File: src/rtl/core/u8bmp_pkg.sv
`default_nettype none

package u8bmp_pkg;

    localparam int unsigned BUF_DEPTH = 4;

    localparam logic [15:0] REPLACEMENT  = 16'hFFFD;
    localparam logic [15:0] NONCHAR_LO   = 16'hFDD0;
    localparam logic [15:0] NONCHAR_HI   = 16'hFDEF;
    localparam logic [15:0] NONCHAR_FFFE = 16'hFFFE;
    localparam logic [15:0] NONCHAR_FFFF = 16'hFFFF;

    localparam logic [7:0] LEAD_MIN  = 8'hC2;
    localparam logic [7:0] LEAD_MAX  = 8'hF4;
    localparam logic [7:0] CONT_MIN  = 8'h80;
    localparam logic [7:0] CONT_MAX  = 8'hBF;
    localparam logic [7:0] LEAD_E0   = 8'hE0;
    localparam logic [7:0] LEAD_ED   = 8'hED;
    localparam logic [7:0] LEAD_F0   = 8'hF0;
    localparam logic [7:0] LEAD_F4   = 8'hF4;
    localparam logic [7:0] E0_MIN    = 8'hA0;
    localparam logic [7:0] ED_MAX    = 8'h9F;
    localparam logic [7:0] F0_MIN    = 8'h90;
    localparam logic [7:0] F4_MAX    = 8'h8F;

    typedef enum logic [1:0] {
        ERR_NONE    = 2'd0,
        ERR_INVALID = 2'd1,
        ERR_NON_BMP = 2'd2,
        ERR_NONCHAR = 2'd3
    } err_t;

    // Controller to datapath.
    typedef struct packed {
        logic sel_input;  // working buffer includes the byte on the input port
        logic store;      // take the input byte into the buffer without a result
        logic advance;    // commit one result and consume its bytes
    } cmd_t;

    // Datapath to controller.
    typedef struct packed {
        logic stop;       // head sequence must wait for more bytes
        logic last;       // the result being formed ends the current transaction's run
        logic out_free;   // the output register can be loaded this cycle
    } status_t;

    // Sequence length implied by a lead byte, 1 to 4.
    function automatic logic [2:0] seq_len(input logic [7:0] b0);
        logic [2:0] len;
        if (b0 < 8'hC0) begin
            len = 3'd1;
        end else if (b0 < 8'hE0) begin
            len = 3'd2;
        end else if (b0 < 8'hF0) begin
            len = 3'd3;
        end else begin
            len = 3'd4;
        end
        return len;
    endfunction

endpackage

`default_nettype wire

File: src/rtl/core/u8bmp_ctrl.sv
`default_nettype none

module u8bmp_ctrl (
    input  wire logic              aclk,
    input  wire logic              aresetn,
    input  wire logic              s_tvalid,
    output      logic              s_tready,
    input  wire u8bmp_pkg::status_t stat,
    output      u8bmp_pkg::cmd_t   cmd
);

    typedef enum logic {
        ST_IDLE,
        ST_BUSY
    } state_t;

    state_t state_reg;
    state_t state_next;
    logic   ready_reg;

    always_comb begin
        cmd        = '0;
        state_next = state_reg;
        case (state_reg)
            ST_IDLE: begin
                cmd.sel_input = 1'b1;
                if (s_tvalid && s_tready) begin
                    if (stat.stop) begin
                        cmd.store = 1'b1;
                    end else if (stat.out_free) begin
                        cmd.advance = 1'b1;
                        if (!stat.last) begin
                            state_next = ST_BUSY;
                        end
                    end else begin
                        // Output still occupied: park the whole sequence.
                        cmd.store  = 1'b1;
                        state_next = ST_BUSY;
                    end
                end
            end
            ST_BUSY: begin
                if (stat.stop) begin
                    state_next = ST_IDLE;
                end else if (stat.out_free) begin
                    cmd.advance = 1'b1;
                    if (stat.last) begin
                        state_next = ST_IDLE;
                    end
                end
            end
            default: begin
                state_next = ST_IDLE;
            end
        endcase
    end

    always_ff @(posedge aclk) begin
        if (!aresetn) begin
            state_reg <= ST_IDLE;
            ready_reg <= 1'b0;
        end else begin
            state_reg <= state_next;
            ready_reg <= (state_next == ST_IDLE);
        end
    end

    assign s_tready = ready_reg && (state_reg == ST_IDLE);

endmodule

`default_nettype wire

File: config.mk
export PLATFORM = sky130hd
export DESIGN_NAME = u8bmp_ctrl
export DESIGN_NICKNAME = d
export VERILOG_FILES = /design/src/rtl/core/u8bmp_pkg.sv /design/src/rtl/core/u8bmp_ctrl.sv
export SDC_FILE = /design/constraint.sdc
export NUM_CORES = 1
export LEC_CHECK = 0
export ABC_AREA = 1
export BUFFER_PORTS_ARGS = -buffer_cell sky130_fd_sc_hd__buf_2
export CELL_PAD_IN_SITES_DETAIL_PLACEMENT = 1
export CELL_PAD_IN_SITES_GLOBAL_PLACEMENT = 2
export CORE_AREA = 2 2 39 41
export DETAILED_ROUTE_END_ITERATION = 12
export DIE_AREA = 0 0 41 43
export PLACE_DENSITY = 0.55
export RECOVER_POWER = 50
export SLEW_MARGIN = 25
export SYNTH_ARGS = -nofsm -noshare
export SYNTH_HDL_FRONTEND = slang
export SYNTH_SLANG_ARGS = --single-unit
File: constraint.sdc
create_clock -name aclk -period 1.6 [get_ports aclk]
set_input_delay 0.08 -clock aclk [delete_from_list [all_inputs] [get_ports aclk]]
set_output_delay 0.08 -clock aclk [all_outputs]
set_load 0.02 [all_outputs]
==> impl_metrics.toml, run 1 <==
[synth]
synth_top_area_share_pct = 38.6
synth_top_family_by_area = "simple AND/OR/NAND/NOR gates"
synthTopCellsByCount = "4 x inv_1, 3 x nand2_1, 3 x nor2_1, 2 x dfxtp_1"
synth_edf_count = 0
syn_inst = 16
ys.flop_type = "dfxtp_1"
synth_compound_area_share_pct = 8.43
syn_area_um2 = 104
synth-simple-area-share_pct = 38.6
synth_xor_area_share_pct = 0
yosysMostFrequentCell = "inv_1"
yosys.area.top_type = "dfxtp_1"
yosysSeqAreaShare_pct = 38.6
syn_nets = 22
ys_ff_latch = 2
synthAdderAreaFrac_pct = 0
ys_async_sr_fraction_pct = 0
synthDistinctLibCells = 8
synthTopCellsByArea = "dfxtp_1 39%, inv_1 14%, nand2_1 11%"
avgSynthCellArea_um2 = 6.49
ys_warn_count = 0
muxShareOfSynthArea_pct = 0

[grt]
first_global_vias = 144
grt_pass1_wl_um = 476
gr-total-overflow = 0
antenna_found_initial = 0
grt.total_usage_pct = 4.70
grt_max_degree = 4

[die]
initial_utilization_pct = 7.50
dieHeight_um = 43
coreArea_um2 = 1380
die-area_um2 = 1760
ios = 10
rows = 14
die_w_um = 41

[timing]
finalSetupTns_ns = 0
slew_violations = 0
period_share_pct = 66.9
fin_worst_skew_ns = 0.00284
tightest_slew_ns = 0.257
rsz0062_at_grt = "no"
final-setup-viol-count = 0
hold_violations = 0
fmax_ghz = 0.934
finalWorstSetupSlack_ns = 0.529
fin_crit_ns = 1.07
relSlewSlack_pct = 82.9

[worst_setup_path]
cp_data_arrival_time_ns = 0.99
worst-setup-path-type = "reg -> out"
reg2reg_to = "ready_reg$_SDFF_PN0_"
worstPathCellList = "a21oi_1 > nor2_1 > buf_2"
worstSetupEndpointType = "output port"
required_ns = 1.52
r2r_cells = 3
cpMaxStageDelayCell = "dfxtp_1"
reg2reg_from = "state_reg$_SDFF_PN0_"
cpPeakStageDelay_ns = 0.32
startpoint_type = "register"
reg2reg_slack_ns = 0.85
crit_path_max_fanout = 3

[power]
powerDensity_nw_per_um2 = 1040
vdd_drop_max_uv = 192
total_leakage_power_nw = 0.104

[clock_network]
post-cts-setup-buffer-count = 0
cts_buffer_depth = 2
clk_pin_slew_ns = 0.03
clkSinkCount = 2
clk_latency_ns = 0.22
cts_buffers = 3
cts-root-buf = "clkbuf_4"
hold_buffers = 0
cts_tree = "done"
h-tree-depth = 1
ctsResizeCount = 0

[route]
dr.pass1.iters = 2
vias = 133
drtAntennaViolNets = 0
routed_wl_um = 332
wl_per_cell_um = 7.55
drtIter0Drc = 1
vias_per_cell = 3.02
route.detailed.drc = 0

[placed_design]
io_buffer_count = 9
gp_congestion = 0.631
dp_hpwl_um = 285
post-place-ws_ns = 0.758

[hold_path]
hp-start = "aresetn"
hold_path.class = "in -> reg"
hold_depth = 3
min_to = "ready_reg$_SDFF_PN0_"

[cells_and_area]
fillers = 174
drive_gt1_share_pct = 42.9
final_nets = 36
areaGrowthSynthToFinish_pct = 79.5
antennaDiodeCount = 0

[status]
outcome = "finished, final reports clean"

[job]
drv_cap = 0
layer usage:
layer,vias to the layer above,wire length (um),GRT usage [%]
li1,71,-,-
met1,52,147,5.41
met2,10,114,4.38
met3,0,70,3.66
met4,0,0,6.00
met5,-,0,0
final cells by class:
type	instances	area, um2	share of cell area, %
timing repair buffer	9	43.8	23.5
inverter	4	15.0	8.05
tap	16	20.0	10.7
multi-input combinational	10	45.0	24.2
clock buffer	3	22.5	12.1
sequential	2	40.0	21.5
placed cells by master, fill, tap and decap left out:
cell type / netlist / layout
nor2_2: 1 / 1
inv_1: 4 / 4
buf_2: 0 / 8
clkbuf_4: 0 / 3
a21oi_1: 0 / 1
clkbuf_1: 0 / 1
nand2_1: 3 / 3
nor2_1: 3 / 3
and3_1: 1 / 1
nor3_1: 1 / 1
dfxtp_1: 2 / 2
per-stage QoR:
step | std cells | total power [mW] | instance area [um2] | hold WS [ns] | util, %
2_1_floorplan | 16 | 0.0729 | 104 | 0.216 | -
3_5_place_dp | 41 | 0.0868 | 169 | 0.329 | 12.2
5_1_grt | 44 | 0.205 | 186 | 0.145 | 13.5
4_1_cts | 44 | 0.201 | 191 | 0.0991 | 13.8
6_report | 44 | 0.193 | 186 | 0.102 | 13.5
3_3_place_gp | 41 | 0.0853 | 169 | 0.313 | 12.2
logic make-up (layout without fill, tap and decap cells):
logic type,Yosys count,count (layout)
simple gates,9,9
buf+inv,4,16
flops,2,2
compound gates,1,1
worst max-delay path by stage:
stage | start | end | slack, ns | depth (start not counted)
floorplan | ready_reg$_SDFF_PN0_ | cmd[1] | 0.64 | 3
global placement | ready_reg$_SDFF_PN0_ | cmd[1] | 0.78 | 4
detailed placement | ready_reg$_SDFF_PN0_ | cmd[1] | 0.76 | 4
CTS | ready_reg$_SDFF_PN0_ | cmd[1] | 0.52 | 4
global route | state_reg$_SDFF_PN0_ | cmd[0] | 0.47 | 3
finish | state_reg$_SDFF_PN0_ | cmd[0] | 0.53 | 3
power by group:
| part | total, mW | switching, mW | leakage, nW | internal, mW |
|---|---|---|---|---|
| Clock | 0.109 | 0.0268 | 0.0138 | 0.0826 |
| Combinational | 0.0298 | 0.0179 | 0.0740 | 0.0119 |
| Sequential | 0.0542 | 0.00139 | 0.0166 | 0.0529 |
| Total | 0.193 | 0.0461 | 0.104 | 0.147 |
critical path: cells and delay by family, from the launching register on:
family                 cells  cell delay [ns]
flip-flops                 1             0.32
AO/OA/AOI/OAI              1             0.23
buffers and inverters      1             0.16
AND/OR/NAND/NOR            1             0.06
Note: power is estimated with default switching activity, not from simulation.
==> run 2, diff against run 1 <==
--- a/config.mk
+++ b/config.mk
@@ -5,14 +5,14 @@
 export SDC_FILE = /design/constraint.sdc
 export NUM_CORES = 1
 export LEC_CHECK = 0
-export ABC_AREA = 1
+export ABC_AREA = 0
 export BUFFER_PORTS_ARGS = -buffer_cell sky130_fd_sc_hd__buf_2
 export CELL_PAD_IN_SITES_DETAIL_PLACEMENT = 1
 export CELL_PAD_IN_SITES_GLOBAL_PLACEMENT = 2
 export CORE_AREA = 2 2 39 41
 export DETAILED_ROUTE_END_ITERATION = 12
 export DIE_AREA = 0 0 41 43
-export PLACE_DENSITY = 0.55
+export PLACE_DENSITY = 0.51
 export RECOVER_POWER = 50
 export SLEW_MARGIN = 25
 export SYNTH_ARGS = -nofsm -noshare
==> constraint.sdc (replaced) <==
create_clock -name aclk -period 1.1 [get_ports aclk]
set_input_delay 0.055 -clock aclk [delete_from_list [all_inputs] [get_ports aclk]]
set_output_delay 0.055 -clock aclk [all_outputs]
set_load 0.02 [all_outputs]
==> run 2 against run 1 <==
  * Cell area up 8.7%
  * Clock-buffer cell count unchanged
  * Wire length is 20% higher
  * Sequential share of layout area fell by 0.49 points
  * Clock power is 52% higher
  * Critical endpoint is now cmd[1]
==> impl_metrics.toml, run 2 <==
[timing]
relSlewSlack_pct = 88.5
tightest_slew_ns = 0.173
hold_violations = 0
finalSetupTns_ns = 0
rsz0062_at_grt = "yes"
slew_violations = 0
period_share_pct = 94.5
fin_worst_skew_ns = 0.00146
fmax_ghz = 0.962
fin_crit_ns = 1.04
final-setup-viol-count = 0

[clock_network]
cts_buffers = 3
clkSinkCount = 2
clk_latency_ns = 0.23
cts_buffer_depth = 2
h-tree-depth = 1
cts-root-buf = "clkbuf_4"
clk_pin_slew_ns = 0.03
post-cts-setup-buffer-count = 0
cts_tree = "done"

[synth]
ys.flop_type = "dfxtp_1"
yosysMostFrequentCell = "dfxtp_1"
syn_area_um2 = 105
avgSynthCellArea_um2 = 9.55
ys_warn_count = 0
syn_inst = 11
synthDistinctLibCells = 10
yosysSeqAreaShare_pct = 38.1
ys_ff_latch = 2
syn_nets = 17
synth_edf_count = 0
synth_top_area_share_pct = 38.1
yosys.area.top_type = "dfxtp_1"
ys_async_sr_fraction_pct = 0
synthTopCellsByArea = "dfxtp_1 38%, nor3b_2 12%, a21oi_2 8.3%"

[worst_setup_path]
crit_path_max_fanout = 2
worst-setup-path-type = "reg -> out"
startpoint = "ready_reg$_SDFF_PN0_"
required_ns = 1.04
reg2reg_slack_ns = 0.38
reg2reg_from = "state_reg$_SDFF_PN0_"
worstSetupEndpointType = "output port"
startpoint_type = "register"
r2r_cells = 2
cp_data_arrival_time_ns = 0.98
reg2reg_to = "ready_reg$_SDFF_PN0_"

[placed_design]
io_buffer_count = 9
gp_congestion = 0.592
post-place-cells = 36

[die]
rows = 14
initial_utilization_pct = 7.59
ios = 10
dieHeight_um = 43
coreArea_um2 = 1380
die_w_um = 41
die-area_um2 = 1760

[power]
seqPwrFrac_pct = 27.3
p_int_mw = 0.223
total_leakage_power_nw = 0.0978
vdd_drop_max_uv = 203
total_power_mw = 0.297
p_sw_share_pct = 24.9
p_comb_share_pct = 16.8
p_switching_mw = 0.0740
powerDensity_nw_per_um2 = 1460
clock_power_share_pct = 55.9

[hold_path]
min_to = "ready_reg$_SDFF_PN0_"
hold_depth = 2
hold_path.class = "in -> reg"
hp-start = "aresetn"

[cells_and_area]
final_nets = 31
fin_cells = 39
antennaDiodeCount = 0
final_common_cell = "buf_2"
areaGrowthSynthToFinish_pct = 92.9
fillers = 168
layout_common_cells = "8 x buf_2, 3 x clkbuf_4, 2 x dfxtp_2"
finish.utilization_pct = 14.6
drive_gt1_share_pct = 73.9

[route]
vias = 127
dr.pass1.iters = 2
drtAntennaViolNets = 0
route.detailed.drc = 0
vias_per_cell = 3.26
wl_per_cell_um = 10.2
routed_wl_um = 397
drtIter0Drc = 1

[grt]
grt_max_degree = 4
first_global_vias = 145
grt_pass1_wl_um = 621
grt.total_usage_pct = 6.51
antenna_found_initial = 0
gr-total-overflow = 0

[job]
drv_cap = 0

[status]
outcome = "finished, final reports clean"
run 2: cell types whose count changed in the layout (fill, tap and decap cells not counted), moves of 2 or more:
cell and delta:
inv_1 -3, nand2_1 -3, dfxtp_1 -2, dfxtp_2 +2
nor2_1 -2
run 2: worst max-delay path by stage:
stage	end	slack (ns)
after floorplan	cmd[1]	0.15
after global placement	cmd[1]	0.26
after detailed placement	cmd[1]	0.24
after CTS	cmd[1]	0.002
after global routing	cmd[1]	-0.002
final	cmd[1]	0.06
run 2: logic make-up (layout without fill, tap and decap cells):
family | after synthesis | count (layout) | synth area share [%]
AO/OA/AOI/OAI | 3 | 3 | 22.6
flip-flops | 2 | 2 | 38.1
buffers and inverters | 1 | 13 | 3.57
AND/OR/NAND/NOR | 5 | 5 | 35.7
run 2: area by class of cell:
class,instances,area (um2),area share [%]
clock buffer,3,22.5,11.1
inverter,1,3.75,1.85
multi-input combinational,8,66.3,32.7
sequential,2,42.5,21.0
tap,16,20.0,9.88
timing repair buffer,9,47.5,23.5
run 2: per-layer routing:
metal  up-vias  wire length [um]  GRT usage [%]
met5         -                 0              0
met4         0                 9           10.0
met3         2                76           5.24
met2        10               143           5.94
met1        53               167           6.69
li1         62                 -              -
run 2: critical path, cell delays in order (launching register included):
cell and delay [ns]:
dfxtp_2 0.33, nor2b_4 0.14, and3_1 0.15, buf_4 0.13
run 2: through the flow:
step	worst slack, ns	area (um2)	hold slack (ns)
global placement	0.264	170	0.280
CTS	0.00213	195	0.0687
global route	-0.00194	203	0.0690
detailed placement	0.239	170	0.308
floorplan	0.155	105	0.172
finish	0.0607	203	0.0658
run 2: repair_timing:
| item | 4_1_cts | 5_1_grt |
|---|---|---|
| resized for setup | 1 | 3 |
| setup endpoints to repair | 1 | 1 |
| hold buffers | 0 | 0 |
run 2: power groups by stage:
stage | combinational, mW | clock (mW) | sequential [mW]
3_5_place_dp | 0.0476 | 0 | 0.0805
3_3_place_gp | 0.0461 | 0 | 0.0802
2_1_floorplan | 0.0266 | 0 | 0.0799
5_1_grt | 0.0545 | 0.189 | 0.0815
6_report | 0.0498 | 0.166 | 0.0812
4_1_cts | 0.0490 | 0.178 | 0.0796
