### src/rtl/core/u8bmp_pkg.sv
`default_nettype none

package u8bmp_pkg;

    localparam int unsigned BUF_DEPTH = 4;

    localparam logic [15:0] REPLACEMENT  = 16'hFFFD;
    localparam logic [15:0] NONCHAR_LO   = 16'hFDD0;
    localparam logic [15:0] NONCHAR_HI   = 16'hFDEF;
    localparam logic [15:0] NONCHAR_FFFE = 16'hFFFE;
    localparam logic [15:0] NONCHAR_FFFF = 16'hFFFF;

    localparam logic [7:0] LEAD_MIN  = 8'hC2;
    localparam logic [7:0] LEAD_MAX  = 8'hF4;
    localparam logic [7:0] CONT_MIN  = 8'h80;
    localparam logic [7:0] CONT_MAX  = 8'hBF;
    localparam logic [7:0] LEAD_E0   = 8'hE0;
    localparam logic [7:0] LEAD_ED   = 8'hED;
    localparam logic [7:0] LEAD_F0   = 8'hF0;
    localparam logic [7:0] LEAD_F4   = 8'hF4;
    localparam logic [7:0] E0_MIN    = 8'hA0;
    localparam logic [7:0] ED_MAX    = 8'h9F;
    localparam logic [7:0] F0_MIN    = 8'h90;
    localparam logic [7:0] F4_MAX    = 8'h8F;

    typedef enum logic [1:0] {
        ERR_NONE    = 2'd0,
        ERR_INVALID = 2'd1,
        ERR_NON_BMP = 2'd2,
        ERR_NONCHAR = 2'd3
    } err_t;

    // Controller to datapath.
    typedef struct packed {
        logic sel_input;  // working buffer includes the byte on the input port
        logic store;      // take the input byte into the buffer without a result
        logic advance;    // commit one result and consume its bytes
    } cmd_t;

    // Datapath to controller.
    typedef struct packed {
        logic stop;       // head sequence must wait for more bytes
        logic last;       // the result being formed ends the current transaction's run
        logic out_free;   // the output register can be loaded this cycle
    } status_t;

    // Sequence length implied by a lead byte, 1 to 4.
    function automatic logic [2:0] seq_len(input logic [7:0] b0);
        logic [2:0] len;
        if (b0 < 8'hC0) begin
            len = 3'd1;
        end else if (b0 < 8'hE0) begin
            len = 3'd2;
        end else if (b0 < 8'hF0) begin
            len = 3'd3;
        end else begin
            len = 3'd4;
        end
        return len;
    endfunction

endpackage

`default_nettype wire

### src/rtl/core/u8bmp_dp.sv
`default_nettype none

module u8bmp_dp (
    input  wire logic               aclk,
    input  wire logic               aresetn,
    input  wire logic [7:0]         s_tdata,
    input  wire logic               s_tlast,
    output      logic [23:0]        m_tdata,
    output      logic               m_tvalid,
    input  wire logic               m_tready,
    output      logic               m_tlast,
    output      logic               m_tuser,
    input  wire u8bmp_pkg::cmd_t    cmd,
    output      u8bmp_pkg::status_t stat
);

    logic [7:0]  buf_reg  [u8bmp_pkg::BUF_DEPTH];
    logic [7:0]  buf_next [u8bmp_pkg::BUF_DEPTH];
    logic [2:0]  cnt_reg;
    logic        eos_reg;
    logic [1:0]  sticky_reg;

    logic [15:0] code_reg;
    logic [1:0]  err_reg;
    logic [1:0]  first_reg;
    logic        run_last_reg;
    logic        str_last_reg;
    logic        out_valid_reg;

    logic [7:0]  w      [u8bmp_pkg::BUF_DEPTH];
    logic [7:0]  sh     [u8bmp_pkg::BUF_DEPTH];
    logic [2:0]  w_cnt;
    logic        w_eos;
    logic [2:0]  len;
    logic [2:0]  used;
    logic [2:0]  rem;
    logic [2:0]  len_next;
    logic        wf;
    logic        short_seq;
    logic [15:0] cu_raw;
    logic [15:0] cu;
    logic [1:0]  err;
    logic [1:0]  sticky_next;

    // Working view: parked bytes, plus the incoming byte when one is offered.
    always_comb begin
        for (int i = 0; i < u8bmp_pkg::BUF_DEPTH; i++) begin
            if (cmd.sel_input && (cnt_reg == 3'(i))) begin
                w[i] = s_tdata;
            end else begin
                w[i] = buf_reg[i];
            end
        end
        w_cnt = cmd.sel_input ? (cnt_reg + 3'd1) : cnt_reg;
        w_eos = cmd.sel_input ? s_tlast : eos_reg;
    end

    // Strict well-formedness of the head sequence.
    always_comb begin
        len       = u8bmp_pkg::seq_len(w[0]);
        short_seq = (w_cnt < len);
        wf        = 1'b1;
        if (w[0] < 8'h80) begin
            wf = 1'b1;
        end else if (w[0] < u8bmp_pkg::LEAD_MIN || w[0] > u8bmp_pkg::LEAD_MAX) begin
            wf = 1'b0;
        end else begin
            if (w[0] == u8bmp_pkg::LEAD_E0 && w[1] < u8bmp_pkg::E0_MIN) wf = 1'b0;
            if (w[0] == u8bmp_pkg::LEAD_ED && w[1] > u8bmp_pkg::ED_MAX) wf = 1'b0;
            if (w[0] == u8bmp_pkg::LEAD_F0 && w[1] < u8bmp_pkg::F0_MIN) wf = 1'b0;
            if (w[0] == u8bmp_pkg::LEAD_F4 && w[1] > u8bmp_pkg::F4_MAX) wf = 1'b0;
            for (int i = 1; i < u8bmp_pkg::BUF_DEPTH; i++) begin
                if (3'(i) < len &&
                    (w[i] < u8bmp_pkg::CONT_MIN || w[i] > u8bmp_pkg::CONT_MAX)) begin
                    wf = 1'b0;
                end
            end
        end
    end

    // Code point and error classification.
    always_comb begin
        case (len)
            3'd1:    cu_raw = {8'h00, w[0]};
            3'd2:    cu_raw = {5'b00000, w[0][4:0], w[1][5:0]};
            3'd3:    cu_raw = {w[0][3:0], w[1][5:0], w[2][5:0]};
            default: cu_raw = u8bmp_pkg::REPLACEMENT;
        endcase
        used = 3'd1;
        cu   = u8bmp_pkg::REPLACEMENT;
        err  = u8bmp_pkg::ERR_INVALID;
        if (!short_seq && wf) begin
            used = len;
            if (len == 3'd4) begin
                err = u8bmp_pkg::ERR_NON_BMP;
            end else if (cu_raw == u8bmp_pkg::NONCHAR_FFFE || cu_raw == u8bmp_pkg::NONCHAR_FFFF
                         || (cu_raw >= u8bmp_pkg::NONCHAR_LO
                             && cu_raw <= u8bmp_pkg::NONCHAR_HI)) begin
                err = u8bmp_pkg::ERR_NONCHAR;
            end else begin
                err = u8bmp_pkg::ERR_NONE;
                cu  = cu_raw;
            end
        end
        sticky_next = (sticky_reg == u8bmp_pkg::ERR_NONE) ? err : sticky_reg;
    end

    // Buffer after consuming the head, and a look at what follows it.
    always_comb begin
        for (int i = 0; i < u8bmp_pkg::BUF_DEPTH; i++) begin
            sh[i] = w[i];
        end
        case (used)
            3'd1: begin
                sh[0] = w[1];
                sh[1] = w[2];
                sh[2] = w[3];
            end
            3'd2: begin
                sh[0] = w[2];
                sh[1] = w[3];
            end
            3'd3: begin
                sh[0] = w[3];
            end
            default: begin
            end
        endcase
        rem      = w_cnt - used;
        len_next = u8bmp_pkg::seq_len(sh[0]);
    end

    assign stat.stop     = (w_cnt == 3'd0) || (short_seq && !w_eos);
    assign stat.last     = (rem == 3'd0) || (!w_eos && rem < len_next);
    assign stat.out_free = !out_valid_reg || m_tready;

    always_comb begin
        for (int i = 0; i < u8bmp_pkg::BUF_DEPTH; i++) begin
            buf_next[i] = buf_reg[i];
            if (cmd.advance) begin
                buf_next[i] = sh[i];
            end else if (cmd.store) begin
                buf_next[i] = w[i];
            end
        end
    end

    always_ff @(posedge aclk) begin
        for (int i = 0; i < u8bmp_pkg::BUF_DEPTH; i++) begin
            buf_reg[i] <= buf_next[i];
        end
        if (cmd.advance) begin
            code_reg     <= cu;
            err_reg      <= err;
            first_reg    <= sticky_next;
            run_last_reg <= stat.last;
            str_last_reg <= stat.last && w_eos;
        end
    end

    always_ff @(posedge aclk) begin
        if (!aresetn) begin
            cnt_reg       <= 3'd0;
            eos_reg       <= 1'b0;
            sticky_reg    <= u8bmp_pkg::ERR_NONE;
            out_valid_reg <= 1'b0;
        end else begin
            if (cmd.advance) begin
                cnt_reg <= rem;
                eos_reg <= w_eos;
                if (stat.last && w_eos) begin
                    sticky_reg <= u8bmp_pkg::ERR_NONE;
                end else begin
                    sticky_reg <= sticky_next;
                end
            end else if (cmd.store) begin
                cnt_reg <= w_cnt;
                eos_reg <= w_eos;
            end
            if (cmd.advance) begin
                out_valid_reg <= 1'b1;
            end else if (m_tready) begin
                out_valid_reg <= 1'b0;
            end
        end
    end

    assign m_tdata  = {4'b0000, first_reg, err_reg, code_reg};
    assign m_tvalid = out_valid_reg;
    assign m_tlast  = str_last_reg;
    assign m_tuser  = run_last_reg;

`ifndef ASSERT_OFF
    a_adv_not_stop: assert property (@(posedge aclk) disable iff (!aresetn)
        cmd.advance |-> !stat.stop)
        else $error("result committed while the head sequence was waiting");

    a_cnt_range: assert property (@(posedge aclk) disable iff (!aresetn)
        cnt_reg <= 3'd4)
        else $error("buffer count out of range");

    a_flush_clears: assert property (@(posedge aclk) disable iff (!aresetn)
        (cmd.advance && stat.last && w_eos) |=> (cnt_reg == 3'd0 && sticky_reg == 2'd0))
        else $error("string end left state behind");

    a_err_repl: assert property (@(posedge aclk) disable iff (!aresetn)
        (out_valid_reg && err_reg != u8bmp_pkg::ERR_NONE)
            |-> (code_reg == u8bmp_pkg::REPLACEMENT && first_reg != u8bmp_pkg::ERR_NONE))
        else $error("error result without replacement or first error");
`endif

endmodule

`default_nettype wire

### config.mk
export PLATFORM = sky130hd
export DESIGN_NAME = u8bmp_dp
export DESIGN_NICKNAME = d
export VERILOG_FILES = /design/src/rtl/core/u8bmp_pkg.sv /design/src/rtl/core/u8bmp_dp.sv
export SDC_FILE = /design/constraint.sdc
export NUM_CORES = 1
export LEC_CHECK = 0
export BUFFER_PORTS_ARGS = -buffer_cell sky130_fd_sc_hd__buf_4
export CAP_MARGIN = 10
export CORE_MARGIN = 10
export CORE_UTILIZATION = 45
export CTS_CLUSTER_DIAMETER = 50
export DETAILED_ROUTE_END_ITERATION = 7
export MAX_ROUTING_LAYER = met4
export PLACE_DENSITY = 0.68
export REMOVE_ABC_BUFFERS = 1
export SETUP_SLACK_MARGIN = 0.02
export SLEW_MARGIN = 25
export SYNTH_ARGS = -nofsm -noshare
export SYNTH_HDL_FRONTEND = slang
export SYNTH_SLANG_ARGS = --single-unit
export TNS_END_PERCENT = 10
### constraint.sdc
create_clock -name aclk -period 15.1 [get_ports aclk]
set_input_delay 4.53 -clock aclk [delete_from_list [all_inputs] [get_ports aclk]]
set_output_delay 4.53 -clock aclk [all_outputs]
set_load 0.01 [all_outputs]
==> flow_metrics.py <==
metrics = {
    "status": {
        "status": "complete, no violations",
    },
    "final_layout": {
        "largest_reg_flops": 32,
        "stdcell_count": 596,
        "nFillCells": 878,
        "drive_above_1_share_pct": 17.1,
        "synthToLayoutAreaGrowth_pct": 11.9,
        "antennaDiodeCount": 0,
        "nets": 488,
    },
    "pwr": {
        "swShare_pct": 38.2,
        "ir_drop_v": 0.0000551,
        "power.total_w": 0.000656,
        "seq_power_share_pct": 37.4,
        "p_per_area_nw_per_um2": 137,
        "clockPowerShare_pct": 22.1,
        "p_sw_w": 0.000251,
        "p_leak_nw": 1.92,
        "intPower_w": 0.000405,
        "combPwrFrac_pct": 40.5,
    },
    "clocking": {
        "root_buffer": "clkbuf_8",
        "max-clock-path-buffers": 2,
        "insertion_delay_ns": 0.35,
        "cts_tree": "done",
        "h-tree-depth": 3,
        "cts_setup_buffers": 0,
        "cts.clk_slew.worst_paths_ns": 0.07,
        "cts-hold-fix-buffers": 0,
        "cts_buffers": 9,
        "clock_sinks": 61,
        "post_cts_resized": 0,
    },
    "job": {
        "maxCapViolations": 0,
    },
    "logic_synthesis": {
        "syn_avg_cell_area_sq_um": 9.77,
        "ys.flop_type": "edfxtp_1",
        "yosys-top-cells-area": "edfxtp_1 38%, mux2i_1 8.4%, dfxtp_1 3.3%",
        "synth.cell_area_sq_um": 4270,
        "synth_edf_count": 54,
        "synth_seq_cells": 61,
        "ys_warn_count": 0,
        "synth_cell_types": 67,
        "async_flop_share_pct": 0,
        "ys_seq_area_share_pct": 41.3,
        "synth.top_cell.area_share_pct": 38.0,
        "netlist.top_cell.by_area": "edfxtp_1",
        "synth_cells": 437,
    },
    "route": {
        "vias_per_cell": 6.04,
        "drc": 0,
        "drtAntennaViolNets": 0,
        "wire_per_inst_um": 19.6,
        "initialDrtViolationCount": 301,
        "wl_mm": 11.7,
        "first_pass_iters": 5,
        "num_vias": 3600,
    },
    "floorplan": {
        "fp.dieH_um": 117,
        "dieWidth_um": 117,
        "io_pins": 45,
        "row_count": 35,
        "core_area_sq_um": 9240,
        "die_area_sq_um": 13800,
        "initial_core_util_pct": 46.2,
    },
    "sta": {
        "hold_viol_final": 0,
        "max_freq_mhz": 69.9,
        "maxSlewViolCount": 0,
        "rsz0062_at_grt": "false",
        "fin_worst_skew_ns": 0.00822,
        "whs_ns": 0.495,
        "max_slew_margin_pct": 42.6,
        "worst_pin_slew_ns": 0.859,
        "setup_ws_ns": 0.789,
        "min_period_ns": 14.31,
        "setup_violations": 0,
        "finalCritPeriodShare_pct": 94.8,
        "setup_tns_ns": 0,
    },
    "setup_path": {
        "r2r-end": "m_tuser$_DFFE_PP_",
        "crit_buf_inv": 4,
        "startpoint_type": "primary input",
        "crit_fanout": 21,
        "path_cells": "buf_4, nand3b_4, mux2_2, nor2_1, inv_1, ha_1, o21ai_0, nand2b_1, o21ai_0, o31ai_2, nand2_1, ha_1, fa_1, xnor2_1, xnor2_1, ha_1, nor4b_1, inv_1, o221a_1, o31ai_1, buf_4",
        "crit_path_frequent_cell": "ha_1",
        "end_kind": "output pin",
        "critical_path_required_ns": 10.57,
        "cp_top_family": "compound AO/OA/AOI/OAI gates",
        "slowest_stage": "o31ai_2",
        "slowest_delay_ns": 0.59,
        "r2r_setup_slack_ns": 9.22,
        "r2r_cells": 21,
        "critPathArrivalTime_ns": 9.78,
        "reg2reg_from": "cnt_reg[0]$_SDFFE_PN0P_",
        "crit_type": "in -> out",
    },
    "hold_path": {
        "hp-class": "reg -> reg",
        "holdPathEnd": "sticky_reg[0]$_SDFFE_PN0P_",
        "hold_depth": 2,
        "min_from": "sticky_reg[0]$_SDFFE_PN0P_",
    },
    "grt": {
        "grt_pass1_wl_mm": 19.0,
        "grt-ovfl-total": 0,
        "grt_usage_pct": 16.9,
        "antenna_found_initial": 0,
        "grt_pass1_vias": 3514,
        "grt_max_degree": 39,
    },
    "placed_design": {
        "dp_cells": 580,
        "dpl.hpwl_mm": 8.46,
        "place.gp.congestion": 0.925,
        "dpl_worst_slack_ns": 0.862,
        "io_buffers": 40,
    },
}
through the flow:
step           util [%]  cell area, sq um
2_1_floorplan         -              4120
3_3_place_gp       49.7              4590
3_5_place_dp       49.7              4590
4_1_cts            51.7              4780
5_1_grt            51.7              4780
6_report           51.7              4780
worst reg2reg max path, stage by stage, from the launching register on:
cell,delay [ns]
dfxtp_1,0.45
inv_1,0.11
ha_1,0.25
nand3b_4,0.27
mux2_2,0.50
nor2_1,0.19
inv_1,0.25
ha_1,0.37
o21ai_0,0.09
nand2b_1,0.15
o21ai_0,0.26
o31ai_2,0.60
nand2_1,0.14
ha_1,0.21
fa_1,0.37
xnor2_1,0.30
xnor2_1,0.18
ha_1,0.25
nor4b_1,0.30
inv_1,0.11
o221a_1,0.24
o31ai_1,0.08
cells in the final DEF, fill, tap and decap left out, types with 4 or more instances in the layout:
master,Yosys,final
a211oi_1,6,6
a21oi_1,25,25
buf_4,9,41
clkbuf_8,0,9
conb_1,1,4
dfxtp_1,7,7
edfxtp_1,54,54
ha_1,10,10
inv_1,20,20
mux2_2,8,8
mux2i_1,36,36
nand2_1,37,37
nand2b_1,11,11
nand3_1,12,12
nand3b_1,7,7
nor2_1,31,31
nor3_1,20,20
nor4_1,5,5
o211ai_1,6,6
o21ai_0,16,16
o221ai_1,11,11
o22ai_1,8,8
o31ai_1,6,6
or3_1,8,8
cell families (layout without fill, tap and decap cells):
kind of cell,count (synthesis),in the layout,share of synthesized area (%)
DFF,61,61,41.3
xor gates and xnor gates,5,5,1.03
AOI/OAI and AO/OA,108,108,18.1
buffers and inverters,51,78,5.65
muxes,47,47,11.5
and+or+nand+nor,153,153,19.0
other,1,4,0.0878
adders and majority gates,11,11,3.40
Yosys cell counts, types with 3 or more instances:
cell type and n:
o31ai_1 6, o221ai_1 11, dfxtp_1 7, o22ai_1 8, nand2b_1 11, a211oi_1 6, mux2_2 8, nand2_1 37
nor4_1 5, or3_1 8, edfxtp_1 54, a21oi_1 25, nand3_1 12, nand3b_1 7, ha_1 10, buf_2 7
nand4b_1 3, clkbuf_1 13, buf_4 9, inv_1 20, o21ai_1 3, nor2_1 31, xnor2_1 3, nor4b_1 3
nor3_1 20, o21ai_0 16, o211ai_1 6, mux2i_1 36
power by group through the flow:
stage	Clock, W	Combinational, W	Sequential (W)
floorplan	0	0.000170	0.000251
global placement	0	0.000259	0.000248
detailed placement	0	0.000264	0.000249
CTS	0.000147	0.000265	0.000245
global route	0.000153	0.000294	0.000249
finish	0.000145	0.000266	0.000246
how the worst max path moves through the flow:
stage / startpoint / to / cells after the start
6_report: cmd[2] / stat[1] / 21
3_5_place_dp: cmd[2] / stat[1] / 21
4_1_cts: cmd[2] / stat[1] / 21
3_3_place_gp: cmd[2] / stat[1] / 21
5_1_grt: cmd[2] / stat[1] / 21
2_1_floorplan: cmd[2] / stat[1] / 18
routing by layer:
| layer | GRT usage, % | part of all wire [%] |
|---|---|---|
| met3 | 3.45 | 6.4 |
| met1 | 22.5 | 47 |
| met4 | 5.63 | 1.7 |
| met2 | 25.0 | 45 |
| met5 | - | 0 |
final cells by class:
type | count | area, sq um | area share (%)
Sequential cell | 61 | 1760 | 36.9
Multi-Input combinational cell | 328 | 2280 | 47.7
Clock inverter | 7 | 66.3 | 1.39
Clock buffer | 9 | 124 | 2.59
Inverter | 21 | 78.8 | 1.65
Tap cell | 129 | 161 | 3.38
Timing Repair Buffer | 41 | 308 | 6.44
No activity file was read; power rests on OpenSTA's default activity.
